**config.mk**
```make
export PLATFORM = sky130hd
export DESIGN_NAME = hash_table_insert_engine
export DESIGN_NICKNAME = d
export VERILOG_FILES = /design/src/rtl/hce_pkg.sv /design/src/rtl/hce_ram.sv /design/src/rtl/hce_front.sv /design/src/rtl/hce_queue.sv /design/src/rtl/hce_back.sv /design/src/rtl/hash_table_insert_engine.sv
export SDC_FILE = /design/constraint.sdc
export NUM_CORES = 1
export LEC_CHECK = 0
export BUFFER_PORTS_ARGS = -buffer_cell sky130_fd_sc_hd__buf_4
export CAP_MARGIN = 5
export CORE_MARGIN = 2
export CORE_UTILIZATION = 65
export CTS_CLUSTER_DIAMETER = 120
export DETAILED_ROUTE_END_ITERATION = 16
export GPL_ROUTABILITY_DRIVEN = 0
export HOLD_SLACK_MARGIN = 0.06
export PLACE_DENSITY = 0.93
export SETUP_SLACK_MARGIN = 0.5
export SLEW_MARGIN = 5
export SYNTH_ARGS = -nofsm -noshare
export SYNTH_HDL_FRONTEND = slang
export SYNTH_SLANG_ARGS = --single-unit
```
**constraint.sdc**
```tcl
create_clock -name clk -period 15.8 [get_ports clk]
set_input_delay 3.16 -clock clk [delete_from_list [all_inputs] [get_ports clk]]
set_output_delay 3.16 -clock clk [all_outputs]
set_load 0.02 [all_outputs]
```
**src/rtl/hce_pkg.sv**
```systemverilog
`default_nettype none
package hce_pkg;

  localparam int TABLE_DEPTH = 16;
  localparam int VALUE_WIDTH = 32;
  localparam int HASH_W      = 32;
  localparam int BYTE_W      = 8;
  localparam int BCFG_W      = 5;
  localparam int IDX_W       = 4;
  localparam int CNT_W       = 5;
  localparam int STATUS_W    = 2;

  localparam int TBL_AW      = $clog2(TABLE_DEPTH);

  // remainder is reduced a few hash bits per cycle
  localparam int DIGIT_W     = 4;
  localparam int DIV_STEPS   = HASH_W / DIGIT_W;
  localparam int STEP_W      = $clog2(DIV_STEPS);

  localparam int QUEUE_DEPTH = 2;
  localparam int QCNT_W      = $clog2(QUEUE_DEPTH + 1);
  localparam int QPTR_W      = $clog2(QUEUE_DEPTH);

  localparam logic [BCFG_W-1:0] BUCKET_RESET = BCFG_W'(16);

  localparam logic [STATUS_W-1:0] ST_STORED   = 2'd0;
  localparam logic [STATUS_W-1:0] ST_FULL     = 2'd1;
  localparam logic [STATUS_W-1:0] ST_OCCUPIED = 2'd2;

  typedef struct packed {
    logic [HASH_W-1:0]      hash;
    logic [VALUE_WIDTH-1:0] value;
  } hce_entry_t;

endpackage
`default_nettype wire

```
**src/rtl/hce_ram.sv**
```systemverilog
`default_nettype none
module hce_ram #(
  parameter int WIDTH = 32,
  parameter int DEPTH = 16
) (
  input  wire logic                     clk,
  input  wire logic                     we,
  input  wire logic [$clog2(DEPTH)-1:0] waddr,
  input  wire logic [WIDTH-1:0]         wdata,
  input  wire logic                     re,
  input  wire logic [$clog2(DEPTH)-1:0] raddr,
  output logic      [WIDTH-1:0]         rdata
);

  logic [WIDTH-1:0] mem [DEPTH];

  always_ff @(posedge clk) begin
    if (we) begin
      mem[waddr] <= wdata;
    end
    if (re) begin
      rdata <= mem[raddr];
    end
  end

endmodule
`default_nettype wire

```
**src/rtl/hce_front.sv**
```systemverilog
`default_nettype none
module hce_front (
  input  wire logic                          clk,
  input  wire logic                          rst,
  input  wire logic                          in_valid,
  output logic                               in_ready,
  input  wire logic [hce_pkg::BYTE_W-1:0]    key_byte,
  input  wire logic                          byte_present,
  input  wire logic                          key_end,
  input  wire logic [hce_pkg::VALUE_WIDTH-1:0] stored_value,
  input  wire logic                          q_full,
  output logic                               q_push,
  output hce_pkg::hce_entry_t                q_data
);
  import hce_pkg::*;

  logic [HASH_W-1:0] hash;
  logic [HASH_W-1:0] hash_next;
  logic [HASH_W-1:0] hash_upd;
  logic              xfer;

  assign in_ready = !q_full;
  assign xfer     = in_valid && in_ready;

  // with byte_present, rotate left by one, then fold in the byte; else the hash is kept
  assign hash_upd = byte_present ?
                    ({hash[HASH_W-2:0], hash[HASH_W-1]} ^ HASH_W'(key_byte)) : hash;

  always_comb begin
    hash_next = hash;
    if (xfer) begin
      hash_next = key_end ? '0 : hash_upd;
    end
  end

  assign q_push = xfer && key_end;
  assign q_data = '{hash: hash_upd, value: stored_value};

  always_ff @(posedge clk) begin
    if (rst) begin
      hash <= '0;
    end else begin
      hash <= hash_next;
    end
  end

endmodule
`default_nettype wire

```
**src/rtl/hce_queue.sv**
```systemverilog
`default_nettype none
module hce_queue (
  input  wire logic                clk,
  input  wire logic                rst,
  input  wire hce_pkg::hce_entry_t wdata,
  output hce_pkg::hce_entry_t      rdata,
  input  wire logic                push,
  input  wire logic                pop,
  output logic                     full,
  output logic                     empty
);
  import hce_pkg::*;

  hce_entry_t        slot [QUEUE_DEPTH];
  logic [QPTR_W-1:0] wptr;
  logic [QPTR_W-1:0] rptr;
  logic [QCNT_W-1:0] count;

  assign full  = (count == QCNT_W'(QUEUE_DEPTH));
  assign empty = (count == '0);
  assign rdata = slot[rptr];

  always_ff @(posedge clk) begin
    if (push && !full) begin
      slot[wptr] <= wdata;
    end
  end

  always_ff @(posedge clk) begin
    if (rst) begin
      wptr  <= '0;
      rptr  <= '0;
      count <= '0;
    end else begin
      if (push && !full) begin
        wptr <= (wptr == QPTR_W'(QUEUE_DEPTH - 1)) ? '0 : wptr + 1'b1;
      end
      if (pop && !empty) begin
        rptr <= (rptr == QPTR_W'(QUEUE_DEPTH - 1)) ? '0 : rptr + 1'b1;
      end
      count <= count + QCNT_W'(push && !full) - QCNT_W'(pop && !empty);
    end
  end

endmodule
`default_nettype wire

```
**src/rtl/hce_back.sv**
```systemverilog
`default_nettype none
module hce_back (
  input  wire logic                           clk,
  input  wire logic                           rst,
  input  wire logic [hce_pkg::BCFG_W-1:0]     bucket_count,
  input  wire logic                           q_empty,
  output logic                                q_pop,
  input  wire hce_pkg::hce_entry_t            q_data,
  output logic                                out_valid,
  input  wire logic                           out_ready,
  output logic      [hce_pkg::STATUS_W-1:0]   status,
  output logic      [hce_pkg::IDX_W-1:0]      bucket_index,
  output logic      [hce_pkg::CNT_W-1:0]      entry_count
);
  import hce_pkg::*;

  localparam logic [1:0] S_IDLE   = 2'd0;
  localparam logic [1:0] S_DIV    = 2'd1;
  localparam logic [1:0] S_COMMIT = 2'd2;

  logic [1:0]             state;
  logic [1:0]             state_next;
  logic [HASH_W-1:0]      shreg;
  logic [VALUE_WIDTH-1:0] value;
  logic [CNT_W-1:0]       rem;
  logic [CNT_W-1:0]       rem_next;
  logic [STEP_W-1:0]      step;
  logic [TABLE_DEPTH-1:0] mark;
  logic [CNT_W-1:0]       filled;
  logic [CNT_W-1:0]       n_eff;
  logic [TBL_AW-1:0]      slot_idx;
  logic                   is_full;
  logic                   is_occ;
  logic                   commit;
  logic                   do_store;

  always_comb begin
    if (bucket_count == '0) begin
      n_eff = CNT_W'(1);
    end else if (32'(bucket_count) > 32'(TABLE_DEPTH)) begin
      n_eff = CNT_W'(TABLE_DEPTH);
    end else begin
      n_eff = CNT_W'(bucket_count);
    end
  end

  // restoring remainder, a digit of hash bits per cycle
  always_comb begin
    logic [CNT_W:0] r;
    r = {1'b0, rem};
    for (int i = 0; i < DIGIT_W; i++) begin
      r = {r[CNT_W-1:0], shreg[HASH_W-1-i]};
      if (r >= {1'b0, n_eff}) begin
        r = r - {1'b0, n_eff};
      end
    end
    rem_next = r[CNT_W-1:0];
  end

  assign slot_idx = rem[TBL_AW-1:0];
  assign is_full  = (filled >= n_eff);
  assign is_occ   = mark[slot_idx];
  assign commit   = (state == S_COMMIT) && (!out_valid || out_ready);
  assign do_store = commit && !is_full && !is_occ;
  assign q_pop    = (state == S_IDLE) && !q_empty;

  always_comb begin
    state_next = state;
    unique case (state)
      S_IDLE: begin
        if (!q_empty) begin
          state_next = S_DIV;
        end
      end
      S_DIV: begin
        if (step == STEP_W'(DIV_STEPS - 1)) begin
          state_next = S_COMMIT;
        end
      end
      S_COMMIT: begin
        if (commit) begin
          state_next = S_IDLE;
        end
      end
      default: begin
        state_next = S_IDLE;
      end
    endcase
  end

  always_ff @(posedge clk) begin
    if (rst) begin
      state     <= S_IDLE;
      mark      <= '0;
      filled    <= '0;
      out_valid <= 1'b0;
    end else begin
      state <= state_next;
      if (out_valid && out_ready) begin
        out_valid <= 1'b0;
      end
      if (commit) begin
        out_valid <= 1'b1;
      end
      if (do_store) begin
        mark[slot_idx] <= 1'b1;
        filled         <= filled + 1'b1;
      end
    end
  end

  always_ff @(posedge clk) begin
    if (q_pop) begin
      shreg <= q_data.hash;
      value <= q_data.value;
      rem   <= '0;
      step  <= '0;
    end else if (state == S_DIV) begin
      shreg <= shreg << DIGIT_W;
      rem   <= rem_next;
      step  <= step + 1'b1;
    end
    if (commit) begin
      bucket_index <= IDX_W'(rem);
      if (is_full) begin
        status      <= ST_FULL;
        entry_count <= filled;
      end else if (is_occ) begin
        status      <= ST_OCCUPIED;
        entry_count <= filled;
      end else begin
        status      <= ST_STORED;
        entry_count <= filled + 1'b1;
      end
    end
  end

  hce_ram #(
    .WIDTH (VALUE_WIDTH),
    .DEPTH (TABLE_DEPTH)
  ) u_store (
    .clk   (clk),
    .we    (do_store),
    .waddr (slot_idx),
    .wdata (value),
    .re    (1'b0),
    .raddr ('0),
    .rdata ()
  );

endmodule
`default_nettype wire

```
**src/rtl/hash_table_insert_engine.sv**
```systemverilog
// key bytes are taken one per cycle while the queue is not full; the back end
//   handles one key at a time: pop, 8-step remainder (4 hash bits a step), commit
// a 2-entry queue lets the front keep hashing while a key is being inserted
// reset: synchronous; clears hash, occupancy marks, entry count, queue and
//   output; bucket_count returns to 16; stored values are not cleared
`default_nettype none
module hash_table_insert_engine (
  input  wire logic                             clk,
  input  wire logic                             rst,
  input  wire logic                             cfg_we,
  input  wire logic [hce_pkg::BCFG_W-1:0]       cfg_wdata,
  input  wire logic                             in_valid,
  output logic                                  in_ready,
  input  wire logic [hce_pkg::BYTE_W-1:0]       key_byte,
  input  wire logic                             byte_present,
  input  wire logic                             key_end,
  input  wire logic [hce_pkg::VALUE_WIDTH-1:0]  stored_value,
  output logic                                  out_valid,
  input  wire logic                             out_ready,
  output logic      [hce_pkg::STATUS_W-1:0]     status,
  output logic      [hce_pkg::IDX_W-1:0]        bucket_index,
  output logic      [hce_pkg::CNT_W-1:0]        entry_count
);
  import hce_pkg::*;

  logic [BCFG_W-1:0] bucket_count;
  logic              q_push;
  logic              q_pop;
  logic              q_full;
  logic              q_empty;
  hce_entry_t        q_wdata;
  hce_entry_t        q_rdata;

  always_ff @(posedge clk) begin
    if (rst) begin
      bucket_count <= BUCKET_RESET;
    end else if (cfg_we) begin
      bucket_count <= cfg_wdata;
    end
  end

  hce_front u_front (
    .clk          (clk),
    .rst          (rst),
    .in_valid     (in_valid),
    .in_ready     (in_ready),
    .key_byte     (key_byte),
    .byte_present (byte_present),
    .key_end      (key_end),
    .stored_value (stored_value),
    .q_full       (q_full),
    .q_push       (q_push),
    .q_data       (q_wdata)
  );

  hce_queue u_queue (
    .clk   (clk),
    .rst   (rst),
    .wdata (q_wdata),
    .rdata (q_rdata),
    .push  (q_push),
    .pop   (q_pop),
    .full  (q_full),
    .empty (q_empty)
  );

  hce_back u_back (
    .clk          (clk),
    .rst          (rst),
    .bucket_count (bucket_count),
    .q_empty      (q_empty),
    .q_pop        (q_pop),
    .q_data       (q_rdata),
    .out_valid    (out_valid),
    .out_ready    (out_ready),
    .status       (status),
    .bucket_index (bucket_index),
    .entry_count  (entry_count)
  );

endmodule
`default_nettype wire

```
# Word level (Yosys, flattened, before mapping)
# Memories as Yosys holds them, arrays and structs flattened. A register that Yosys moved wholly into a read port is not among the register bits.
# Index checks and enable logic that the tools add are counted.
[totals]
input_bits = 52
output_inout_bits = 13
n_memories = 1
ramBits = 128
ff_bits = 116
[memory_table]
columns = ["memory", "words", "word_bits", "read_ports", "rd_ports_with_merged_regs", "wr", "line_no", "source"]
rows = [
  ["u_queue.slot", 2, 64, 1, 1, 1, "hce_queue.sv:14", "hce_entry_t slot [QUEUE_DEPTH];"],
]
[op_classes]
add_sub_neg = 10
bitwise = 2
order_cmp = 8
n_eq_ne = 7
n_reduce_logical = 22
muxes = 29
[op_table]
columns = ["cell", "n"]
rows = [
  ["$mux W32", 4],
  ["$mux W5", 8],
  ["$xor A32 B8 Y32", 1],
  ["$ge A6 B5 Y1", 4],
  ["$sub A5 B5 Y5", 4],
  ["$or A16 B16 Y16", 1],
  ["$logic_and A1 B1 Y1", 10],
  ["$mux W1", 10],
  ["$mux W2", 4],
  ["$pmux W2 S3", 1],
  ["$add A5 B1 Y5 const B", 1],
  ["$ge A5 B5 Y1", 1],
  ["$gt A5 B5 Y1 const B", 1],
  ["$logic_not A1 Y1", 5],
  ["$logic_not A5 Y1", 1],
  ["$lt A4 B5 Y1 const B", 1],
  ["$bmux W1 S4", 1],
  ["$demux W1 S4", 1],
  ["$eq A2 B2 Y1 const B", 2],
  ["$ge A4 B1 Y1 const B", 1],
  ["$logic_not A2 Y1", 2],
  ["$ne A2 B1 Y1 const B", 2],
  ["$reduce_bool A2 Y1", 2],
  ["$add A3 B1 Y3 const B", 1],
  ["8 further kinds", 9],
]

# Logic depth before layout (Yosys ltp)
# Gate-level depths: netlist of run 1.
[depth]
depth_word = 11
depth_mapped = 32
depth_no_buf = 31

# Hierarchy
# A second synthesis of run 1 with hierarchy kept.
[unflattened]
hier_cells = 804
area_unflattened_um2 = 11204.5
[modules_own_cells]
columns = ["mod", "n_inst", "area_each_um2", "cells_per_inst"]
rows = [
  ["hce_queue", 1, 4848.4, 226],
  ["hce_back", 1, 4215.3, 359],
  ["hce_front", 1, 1956.9, 203],
  ["hash_table_insert_engine", 1, 183.9, 16],
]

# Least setup slack after synthesis of run 1
# OpenSTA, ideal clock, no wires.
[synth_timing]
path_kind = "flip-flop to flip-flop"
from = "reg bucket_count[1]"
to = "reg u_back.rem[0]"
t_required_ps = 15683
setup_time_ps = 117
path_slack_ps = 9243
synth_period_minus_slack_ps = 6557
stages_incl_launch_ff = 32
arrival_time_ps = 6440
cell_sequence = "dfxtp_1 > nor3_1 > nor2_1 > nor2_1 > ha_1 > inv_1 > fa_1 > a211oi_2 > o21a_1 > o21ai_0 > ha_1 > and3_1 > a31o_2 > a221o_1 > nor2_2 > mux2i_1 > ha_1 > nor2b_1 > o21ai_0 > nand3b_1 > a21o_1 > or3_1 > buf_4 > mux2i_1 > fa_1 > a21o_1 > a21oi_1 > nand2_1 > a21oi_1 > o211ai_4 > mux2i_1 > o2bb2ai_1"
[synth_via]
elab_chain_len = 11
word_cells_on_any_way = 16
[synth_rtl]
columns = ["element", "line_no", "source"]
rows = [
  ["from (decl)", "hash_table_insert_engine.sv:26", "logic [BCFG_W-1:0] bucket_count;"],
  ["from (signal assigned)", "hash_table_insert_engine.sv:38", "bucket_count <= cfg_wdata;"],
  ["$gt A5 B5 Y1", "hce_back.sv:40", "end else if (32'(bucket_count) > 32'(TABLE_DEPTH)) begin"],
  ["$mux W5", "hce_back.sv:40", ""],
  ["$mux W5 *", "hce_back.sv:38", "if (bucket_count == '0) begin"],
  ["$sub A5 B5 Y5 / $ge A6 B5 Y1 (equally long branches)", "hce_back.sv:54, hce_back.sv:53", ""],
  ["$mux W5", "hce_back.sv:53", "if (r >= {1'b0, n_eff}) begin"],
  ["$sub A5 B5 Y5 / $ge A6 B5 Y1 (equally long branches)", "hce_back.sv:54, hce_back.sv:53", ""],
  ["$mux W5", "hce_back.sv:53", ""],
  ["$sub A5 B5 Y5 / $ge A6 B5 Y1 (equally long branches)", "hce_back.sv:54, hce_back.sv:53", ""],
  ["$mux W5", "hce_back.sv:53", ""],
  ["$ge A6 B5 Y1", "hce_back.sv:53", ""],
  ["$mux W5 *", "hce_back.sv:53", ""],
  ["to (signal assigned)", "hce_back.sv:120", "rem <= rem_next;"],
  ["to (decl)", "hce_back.sv:25", "logic [CNT_W-1:0] rem;"],
]
# Every way passes the cells marked *; elsewhere a longest branch is shown, timed or not.
# A chain may end at the register's enable or synchronous reset.

# Worst setup path in the final report of run 1
# Same ends and word-level chain as after synthesis.

==> reports/metrics.csv, run 1 <==
stage,metric,value,unit
status,status,finished clean,
final_layout,share of layout cells above drive strength 1,15.2,%
setup_path,Worst path slowest cell,or3_1,
setup_path,"Arr. time, crit path",8.09,ns
final_layout,area grow syn2layout,10.7,%
run,Max Cap Viol,0,
detailed_routing,via count,5720,
setup_path,CP required,16.16,ns
final_layout,Fillers,792,
detailed_routing,final WL,17400,um
clock_tree,CTS tree,built,
yosys,share of the synthesized area in the top cell type,38.4,%
power,power density over cell area,219,mW/mm^2
power,Peak supply drop,0.000176,V
setup_path,Slowest Stage Delay on Critical Path,0.50,ns
clock_tree,CTS Buffer Depth,2,
global_routing,vias in the first global route,5885,
placed_design,placed cell area,0.00869,mm^2
floorplanning,Die H,117,um
yosys,post-synth top area cell,edfxtp_1,
yosys,Synth Warn #,0,
floorplanning,Die X,117,um
detailed_routing,DR vias/cell,6.17,
detailed_routing,WL/cell,18.7,um
floorplanning,Die ar.,0.0138,mm^2
final_layout,most frequent cells in the layout,"edfxtp_1 (107), nand2_1 (80), nor2_1 (77)",
yosys,syn avg cell area,11.5,um^2
global_routing,first-pass GRT wire length,28700,um
worst_hold_path,class of the worst hold path,reg -> reg,
setup_path,Worst Setup Start Kind,flop,
clock_tree,Setup Buffers After CTS,0,
yosys,"flops & latches, synth",181,
global_routing,all-layer global routing usage,26.3,%
yosys,"top cells by area, synth","edfxtp_1 (38%), dfxtp_1 (18%), mux2i_1 (5.4%)",
timing,f_max,129,MHz
floorplanning,Placeable Area,0.0126,mm^2
yosys,dominant synthesized flop cell,edfxtp_1,
timing,TNS Setup,0,ns
clock_tree,post-cts sizing count,0,
detailed_routing,Starting DRT DRC Count,641,
final_layout,fin nets,828,
timing,fin crit period,7.73,ns
clock_tree,hold buffers post-CTS,0,
timing,"Hold Vio Cnt, Final",0,
global_routing,largest net degree at the start of global routing,68,
floorplanning,I/O pin total,65,
final_layout,"commonest non-fill, non-tap cell in the layout",edfxtp_1,
floorplanning,FP Rows,41,
placed_design,Port Buffers,32,
clock_tree,root buffer cell,clkbuf_16,
final_layout,antenna cells,0,
detailed_routing,DRC Markers,0,
yosys,Synth Instances,725,
floorplanning,Initial Utilization,66.5,%
clock_tree,CTS sink count,181,
timing,worst clock skew,0.00939,ns
clock_tree,CTS buffer count,17,
yosys,register area share after synthesis,56.2,%
setup_path,Worst Setup End Kind,flop,
setup_path,Crit Path Class,reg -> reg,
yosys,number of synthesized flops with an enable pin,107,
detailed_routing,drt first pass iters,6,
timing,RSZ-0062 raised after global routing,false,
clock_tree,htree depth,4,
final_layout,multi-input logic area,0.00341,mm^2
timing,Final setup viols,0,
timing,Least-Margin Pin Slew,1.09,ns
setup_path,worst-path fanout max,6,
detailed_routing,Final ANT Viol Nets,0,
placed_design,detailed placer's ending HPWL,10900,um
final_layout,Final Cell Area,0.00925,mm^2
timing,Slew HR,27.0,%
yosys,post-synthesis cell type count,56,
final_layout,Register Area,0.00470,mm^2
timing,fin. max-slew vios,0,
yosys,Syn Nets,811,
clock_tree,Clock Latency Late Sink,0.43,ns
global_routing,total grt overflow,0,
global_routing,initial antenna violation count,0,
clock_tree,clock slew seen by the registers of the worst setup and hold paths,0.07,ns
yosys,asr flop ratio synth,0,%
yosys,cell area after synthesis,0.00836,mm^2
timing,period utilisation layout,48.9,%
power,Leak,3.58,nW
-- area by class of cell --
class                           instances  share of cell area, %
Clock inverter                          9                  0.676
Inverter                               28                   1.14
Clock buffer                           23                   5.40
Timing Repair Buffer                   35                   2.84
Multi-Input combinational cell        479                   36.9
Tap cell                              172                   2.33
Sequential cell                       181                   50.8
-- report_power, final --
group          switching (W)  internal, W
logic               0.000556     0.000408
clock network       0.000179     0.000225
registers          0.0000565     0.000604
total               0.000792      0.00124
-- critical path, delay by kind of cell (launching register included) --
family	cells	cell delay, ns
AOI/OAI and AO/OA	12	2.60
buffers and inverters	1	0.06
and+or+nand+nor	10	2.05
DFF	1	0.33
muxes	3	0.79
adders and majority gates	5	1.84
-- cell usage after synthesis (all sizes together) (7+ instances only) --
cell     count
o21ai       41
nand3        7
ha          30
a22oi        8
a21o         8
nand2       80
edfxtp     107
xnor2       23
mux2        29
dfxtp       74
mux2i       45
inv         28
a2bb2oi     25
a21oi       34
nor2        79
clkbuf      31
-- metrics by stage --
stage | cells | util, % | hold WS, ns | worst slack (ns) | power, W
after floorplan | 725 | - | 0.421 | 9.24 | 0.00140
after global placement | 895 | 69.1 | 0.428 | 8.55 | 0.00150
after detailed placement | 895 | 69.1 | 0.443 | 8.19 | 0.00159
after CTS | 927 | 73.6 | 0.452 | 8.13 | 0.00201
after global routing | 927 | 73.6 | 0.470 | 7.63 | 0.00213
final | 927 | 73.6 | 0.450 | 8.07 | 0.00203
-- sequential cells by signal, summed over array words and instances, names as in the netlist, 5 cells and up, named ones only --
signal and count:
bucket_count 5, u_back.entry_count 5, u_back.filled 5, u_back.mark 16, u_back.rem 5, u_back.shreg 32, u_front.hash 32, u_queue.slot 64
-- logic make-up after synthesis --
family	share of synthesized area, %
adder cells (fa/ha/maj)	5.45
AND/OR/NAND/NOR	10.6
multiplexers	10.8
flip-flops	56.2
XOR/XNOR	3.04
buffers and inverters	3.10
AO/OA/AOI/OAI	10.9
-- layer usage --
layer	vias up	routed length, um	global-route usage, %	part of all wire (%)
met2	247	9300	48.1	54
met1	2786	6530	29.3	38
li1	2624	-	-	-
met3	63	986	5.89	5.7
met4	0	544	11.8	3.1
met5	-	0	0	0
-- final timing paths --
kind / start / to / slack [ns] / cells after the start
worst max register to register: bucket_count[1] / u_back.rem[0] / 8.07 / 31
worst min register to register: u_back.mark[1] / u_back.mark[1] / 0.45 / 2
worst min-delay path: u_back.mark[1] / u_back.mark[1] / 0.45 / 2
worst max-delay path: bucket_count[1] / u_back.rem[0] / 8.07 / 31
(Power assumes the default switching activity.)
==> inputs of run 2 (changes only) <==
--- a/config.mk
+++ b/config.mk
@@ -8,12 +8,12 @@
 export BUFFER_PORTS_ARGS = -buffer_cell sky130_fd_sc_hd__buf_4
 export CAP_MARGIN = 5
 export CORE_MARGIN = 2
-export CORE_UTILIZATION = 65
+export CORE_UTILIZATION = 60
 export CTS_CLUSTER_DIAMETER = 120
 export DETAILED_ROUTE_END_ITERATION = 16
 export GPL_ROUTABILITY_DRIVEN = 0
 export HOLD_SLACK_MARGIN = 0.06
-export PLACE_DENSITY = 0.93
+export PLACE_DENSITY = 0.88
 export SETUP_SLACK_MARGIN = 0.5
 export SLEW_MARGIN = 5
 export SYNTH_ARGS = -nofsm -noshare
==> constraint.sdc (replaced) <==
create_clock -name clk -period 7.3 [get_ports clk]
set_input_delay 1.46 -clock clk [delete_from_list [all_inputs] [get_ports clk]]
set_output_delay 1.46 -clock clk [all_outputs]
set_load 0.02 [all_outputs]
==> run 2 against run 1 <==
Clock power rose by 130%. Flip-flop and latch count stayed put. Routed wire length decreased by 1.4%. Via count decreased by 0.52%. Final cell count is 2.8% higher. Critical path depth unchanged. Non-clock buffer count rose by 18. Highest routed layer unchanged.
==> reports/metrics.csv, run 2 (synthesized netlist as in run 1, its figures left out) <==
stage,metric,value,unit,change
clock_tree,clock slew seen by the registers of the worst setup and hold paths,0.07,ns,about the same
detailed_routing,final WL,17100,um,-1.4%
clock_tree,CTS tree,built,,
clock_tree,htree depth,4,,unchanged
floorplanning,Initial Utilization,60.9,%,-5.6 points
final_layout,area grow syn2layout,14.7,%,
worst_hold_path,class of the worst hold path,reg -> reg,,
detailed_routing,Starting DRT DRC Count,483,,-25%
clock_tree,CTS buffer count,17,,unchanged
final_layout,Reg with most FFs,u_queue.slot,,
timing,period utilisation layout,90.9,%,+42 points
setup_path,Reg-to-Reg Start,bucket_count[3],,
clock_tree,root buffer cell,clkbuf_16,,
final_layout,share of layout cells above drive strength 1,20.8,%,+5.6 points
setup_path,Slowest Stage Delay on Critical Path,0.46,ns,-0.04 ns
run,Max Cap Viol,0,,unchanged
floorplanning,FP Rows,43,,+4.9%
worst_hold_path,hold depth,2,,unchanged
setup_path,Reg-to-Reg End,u_back.rem[1],,
setup_path,Worst Setup End Kind,flop,,
detailed_routing,DRC Markers,0,,unchanged
detailed_routing,Final ANT Viol Nets,0,,unchanged
timing,setup ws final,0.666,ns,-7.40 ns
clock_tree,CTS Buffer Depth,2,,unchanged
global_routing,all-layer global routing usage,23.7,%,-2.6 points
global_routing,largest net degree at the start of global routing,68,,unchanged
status,status,finished clean,,
floorplanning,Die X,122,um,+3.9%
placed_design,Setup WS pre-CTS,0.0994,ns,-8.09 ns
clock_tree,CTS sink count,181,,unchanged
clock_tree,Clock Latency Late Sink,0.44,ns,about the same
timing,"Hold Vio Cnt, Final",0,,unchanged
setup_path,worst-path fanout max,5,,-1
timing,worst clock skew,0.00925,ns,-0.000131 ns
timing,fin crit period,6.63,ns,-1.10 ns
timing,Final setup viols,0,,unchanged
detailed_routing,DR vias/cell,5.97,,-3.2%
clock_tree,hold buffers post-CTS,0,,unchanged
timing,fin. max-slew vios,0,,unchanged
worst_hold_path,hold wc startpoint,u_back.mark[1],,
floorplanning,Die ar.,0.0149,mm^2,+8.0%
power,Peak supply drop,0.000350,V,+99%
worst_hold_path,Worst Hold End,u_back.mark[1],,
global_routing,first-pass GRT wire length,27300,um,-5.0%
floorplanning,Die H,122,um,+3.9%
setup_path,R2R cell count,31,,unchanged
final_layout,fin nets,846,,+2.2%
setup_path,Worst Setup Start Kind,flop,,
global_routing,total grt overflow,0,,unchanged
final_layout,most frequent cells in the layout,"edfxtp_1 (107), nand2_1 (77), nor2_1 (76)",,
timing,RSZ-0062 raised after global routing,false,,
setup_path,"Arr. time, crit path",6.95,ns,-1.14 ns
detailed_routing,WL/cell,18.0,um,-4.1%
global_routing,vias in the first global route,5813,,-1.2%
final_layout,Fillers,880,,+11%
setup_path,Crit Path Class,reg -> reg,,
timing,Slew HR,29.5,%,+2.5 points
detailed_routing,via count,5690,,-0.52%
timing,Least-Margin Pin Slew,1.06,ns,-0.0370 ns
timing,TNS Setup,0,ns,unchanged
final_layout,largest registers,"u_queue.slot (64), u_back.shreg (32), u_front.hash (32)",,
timing,f_max,151,MHz,+17%
floorplanning,I/O pin total,65,,unchanged
power,power density over cell area,508,mW/mm^2,+130%
final_layout,"commonest non-fill, non-tap cell in the layout",edfxtp_1,,
placed_design,Port Buffers,32,,unchanged
placed_design,detailed placer's ending HPWL,10400,um,-4.7%
final_layout,antenna cells,0,,unchanged
setup_path,reg2reg setup slack,0.67,ns,-7.40 ns
detailed_routing,drt first pass iters,5,,-1
power,Total Power,0.00487,W,+140%
setup_path,Worst path slowest cell,or3_4,,
setup_path,CP required,7.61,ns,-8.55 ns
global_routing,initial antenna violation count,0,,unchanged
power,Leak,3.68,nW,+3.0%
final_layout,number of flip-flops in the largest register,64,,unchanged
floorplanning,Placeable Area,0.0137,mm^2,+9.2%
run 2: changes by cell type in the layout (fill, tap and decap cells not counted), moves of 4 or more:
cell	delta
buf_4	+18
ha_1	-5
ha_4	+4
o21ai_2	+4
run 2: per-layer routing:
| metal | routed length, um | global-route usage [%] |
|---|---|---|
| met1 | 6760 | 27.3 |
| met2 | 9040 | 42.0 |
| met3 | 815 | 4.87 |
| met4 | 503 | 11.6 |
| met5 | 0 | 0 |
run 2: layout make-up:
class	count	area, um^2	area share, %
clock inverter	14	166	1.74
tap	180	225	2.35
clock buffer	18	429	4.47
inverter	28	105	1.10
sequential	181	4700	49.0
timing repair buffer	53	398	4.15
multi-input combinational	479	3570	37.2
run 2: power breakdown:
group / switching (W) / internal, W
Combinational: 0.00134 / 0.00120
Clock: 0.000409 / 0.000514
Sequential: 0.000101 / 0.00131
Total: 0.00184 / 0.00302
run 2: through the flow:
step	instances	hold slack, ns	util [%]	instance area, um^2
after floorplan	725	0.421	-	8360
after global placement	907	0.428	63.6	8730
after detailed placement	907	0.442	63.6	8730
after CTS	943	0.450	68.5	9400
after global routing	953	0.480	69.9	9590
final	953	0.448	69.9	9590
run 2: what timing repair did:
action	4_1_cts	5_1_grt
buffers inserted	4	10
gates resized for setup	13	23
setup endpoints to repair	5	5
pin swaps	5	21
run 2: worst max path at each step:
stage | from | slack (ns) | to | cells after the start
final | bucket_count[3] | 0.67 | u_back.rem[1] | 31
after global routing | bucket_count[3] | 0.39 | u_back.rem[0] | 31
after CTS | bucket_count[1] | 0.53 | u_back.rem[4] | 30
after detailed placement | bucket_count[4] | 0.1 | u_back.rem[4] | 27
after global placement | bucket_count[1] | 0.39 | u_back.rem[3] | 30
after floorplan | bucket_count[1] | 0.74 | u_back.rem[0] | 31
run 2: worst max-delay path, delay by kind of cell, from the launching register on:
kind                     cells  cell delay (ns)
AND/OR/NAND/NOR              9             1.55
adder cells (fa/ha/maj)      5             1.58
buffers and inverters        2             0.22
multiplexers                 3             0.74
AO/OA/AOI/OAI               12             2.09
flip-flops                   1             0.32
==> inputs of run 3 (changes only) <==
--- a/config.mk
+++ b/config.mk
@@ -13,6 +13,7 @@
 export DETAILED_ROUTE_END_ITERATION = 16
 export GPL_ROUTABILITY_DRIVEN = 0
 export HOLD_SLACK_MARGIN = 0.06
+export MAX_ROUTING_LAYER = met4
 export PLACE_DENSITY = 0.88
 export SETUP_SLACK_MARGIN = 0.5
 export SLEW_MARGIN = 5
==> run 3 against run 2 <==
Register-to-register slack better by 0.04 ns. Sequential power about the same. Die area unchanged. Clock skew down 0.00068 ns. Power down 0.23%. Flip-flop and latch count unchanged. Sequential share of layout area unchanged. Fmax up 0.62%. Combinational power about the same. Critical endpoint unchanged. Highest routed layer unchanged.
==> reports/metrics.csv, run 3 (synthesized netlist as in run 1, its figures left out) <==
stage,metric,value,unit,change
placed_design,placed cell area,0.00873,mm^2,unchanged
setup_path,R2R cell count,31,,unchanged
global_routing,vias in the first global route,5806,,-0.12%
final_layout,share of layout cells above drive strength 1,20.8,%,unchanged
setup_path,Slowest Stage Delay on Critical Path,0.46,ns,about the same
placed_design,Port Buffers,32,,unchanged
setup_path,Worst Setup Start Kind,flop,,
detailed_routing,final WL,17100,um,+0.18%
final_layout,antenna cells,0,,unchanged
final_layout,area grow syn2layout,14.7,%,unchanged
timing,f_max,152,MHz,+0.62%
timing,"Hold Vio Cnt, Final",0,,unchanged
global_routing,first-pass GRT wire length,27300,um,about the same
setup_path,Crit Path Class,reg -> reg,,
power,power density over cell area,506,mW/mm^2,-0.23%
clock_tree,Clock Latency Late Sink,0.44,ns,about the same
floorplanning,Die H,122,um,unchanged
floorplanning,Initial Utilization,60.9,%,unchanged
timing,Final setup viols,0,,unchanged
setup_path,Reg-to-Reg Start,bucket_count[3],,
worst_hold_path,hold depth,2,,unchanged
timing,Least-Margin Pin Slew,1.05,ns,-0.00607 ns
setup_path,Top delay family on crit path,compound AO/OA/AOI/OAI gates,,
timing,TNS Setup,0,ns,unchanged
timing,worst clock skew,0.00858,ns,-0.000675 ns
global_routing,largest net degree at the start of global routing,68,,unchanged
detailed_routing,DRC Markers,0,,unchanged
floorplanning,Placeable Area,0.0137,mm^2,unchanged
final_layout,Final Cell Area,0.00959,mm^2,unchanged
floorplanning,FP Rows,43,,unchanged
clock_tree,CTS Buffer Depth,2,,unchanged
clock_tree,root buffer cell,clkbuf_16,,
status,status,finished clean,,
power,Peak supply drop,0.000348,V,-0.70%
worst_hold_path,class of the worst hold path,reg -> reg,,
final_layout,"commonest non-fill, non-tap cell in the layout",edfxtp_1,,
setup_path,worst-path fanout max,5,,unchanged
clock_tree,CTS sink count,181,,unchanged
clock_tree,CTS buffer count,17,,unchanged
final_layout,most frequent cells in the layout,"edfxtp_1 (107), nand2_1 (77), nor2_1 (76)",,
final_layout,Fillers,880,,unchanged
final_layout,Reg with most FFs,u_queue.slot,,
global_routing,total grt overflow,0,,unchanged
detailed_routing,WL/cell,18.0,um,+0.18%
clock_tree,clock slew seen by the registers of the worst setup and hold paths,0.07,ns,about the same
global_routing,all-layer global routing usage,24.4,%,+0.72 points
floorplanning,Die ar.,0.0149,mm^2,unchanged
floorplanning,I/O pin total,65,,unchanged
final_layout,largest registers,"u_queue.slot (64), u_back.shreg (32), u_front.hash (32)",,
floorplanning,Die X,122,um,unchanged
clock_tree,hold buffers post-CTS,0,,unchanged
detailed_routing,Final ANT Viol Nets,0,,unchanged
placed_design,detailed placer's ending HPWL,10400,um,unchanged
setup_path,Worst path slowest cell,or3_4,,
run,Max Cap Viol,0,,unchanged
setup_path,Reg-to-Reg End,u_back.rem[1],,
worst_hold_path,Worst Hold End,u_back.mark[1],,
setup_path,reg2reg setup slack,0.71,ns,+0.04 ns
setup_path,Worst Setup End Kind,flop,,
detailed_routing,via count,5678,,-0.21%
detailed_routing,drt first pass iters,7,,+2
final_layout,fin nets,846,,unchanged
setup_path,CP required,7.61,ns,about the same
detailed_routing,DR vias/cell,5.96,,-0.21%
setup_path,worst path bufs/invs,2,,unchanged
timing,period utilisation layout,90.3,%,-0.56 points
timing,fin crit period,6.59,ns,-0.0408 ns
timing,fin. max-slew vios,0,,unchanged
global_routing,initial antenna violation count,0,,unchanged
power,Leak,3.68,nW,unchanged
clock_tree,htree depth,4,,unchanged
timing,RSZ-0062 raised after global routing,false,,
final_layout,number of flip-flops in the largest register,64,,unchanged
setup_path,"Arr. time, crit path",6.90,ns,-0.05 ns
detailed_routing,Starting DRT DRC Count,510,,+5.6%
timing,Slew HR,29.9,%,+0.41 points
clock_tree,CTS tree,built,,
worst_hold_path,hold wc startpoint,u_back.mark[1],,
[run 3: cell counts in the layout (fill, tap and decap cells not counted)]
Identical to the previous run, type by type.
[run 3: how the worst max path moves through the flow]
| stage | from | cells after the start | to | slack (ns) |
|---|---|---|---|---|
| 6_report | bucket_count[3] | 31 | u_back.rem[1] | 0.71 |
| 5_1_grt | bucket_count[3] | 31 | u_back.rem[0] | 0.39 |
| 4_1_cts | bucket_count[1] | 30 | u_back.rem[4] | 0.53 |
| 3_5_place_dp | bucket_count[4] | 27 | u_back.rem[4] | 0.1 |
| 3_3_place_gp | bucket_count[1] | 30 | u_back.rem[3] | 0.39 |
| 2_1_floorplan | bucket_count[1] | 31 | u_back.rem[0] | 0.74 |
[run 3: final cells by class]
class                      count  area [um^2]  area share [%]
multi-input combinational    479         3570            37.2
tap                          180          225            2.35
sequential                   181         4700            49.0
inverter                      28          105            1.10
timing repair buffer          53          398            4.15
clock buffer                  18          429            4.47
clock inverter                14          166            1.74
[run 3: worst reg2reg max path, delay by kind of cell, from the launching register on]
family          cells  cell delay, ns
mux                 3            0.74
buf+inv             2            0.22
compound gates     12            2.05
flops               1            0.32
simple gates        9            1.56
fa+ha+maj           5            1.58
[run 3: routing by layer]
layer | vias up | GRT usage, % | wire length [um]
met5 | - | - | 0
met3 | 48 | 5.57 | 892
met4 | 0 | 10.9 | 460
met2 | 190 | 42.1 | 9080
met1 | 2766 | 27.1 | 6710
li1 | 2674 | - | -
[run 3: power by group]
| group | leakage [nW] | total, W | switching (W) | internal [W] |
|---|---|---|---|---|
| sequential | 1.63 | 0.00141 | 0.0000988 | 0.00131 |
| clock | 0.290 | 0.000924 | 0.000409 | 0.000515 |
| combinational | 1.76 | 0.00253 | 0.00133 | 0.00120 |
[run 3: per-stage QoR]
stage	total power, W	hold WS [ns]	utilization (%)	cells	setup slack [ns]
floorplan	0.00302	0.421	-	725	0.743
global placement	0.00326	0.428	63.6	907	0.391
detailed placement	0.00339	0.442	63.6	907	0.0994
CTS	0.00447	0.450	68.5	943	0.528
global route	0.00511	0.480	69.9	953	0.393
finish	0.00486	0.449	69.9	953	0.706
[run 3: repair_timing]
action	in CTS	in global routing
endpoints found under the setup margin	5	5
resized for setup	13	23
pin swaps	5	21
buffers inserted	4	10
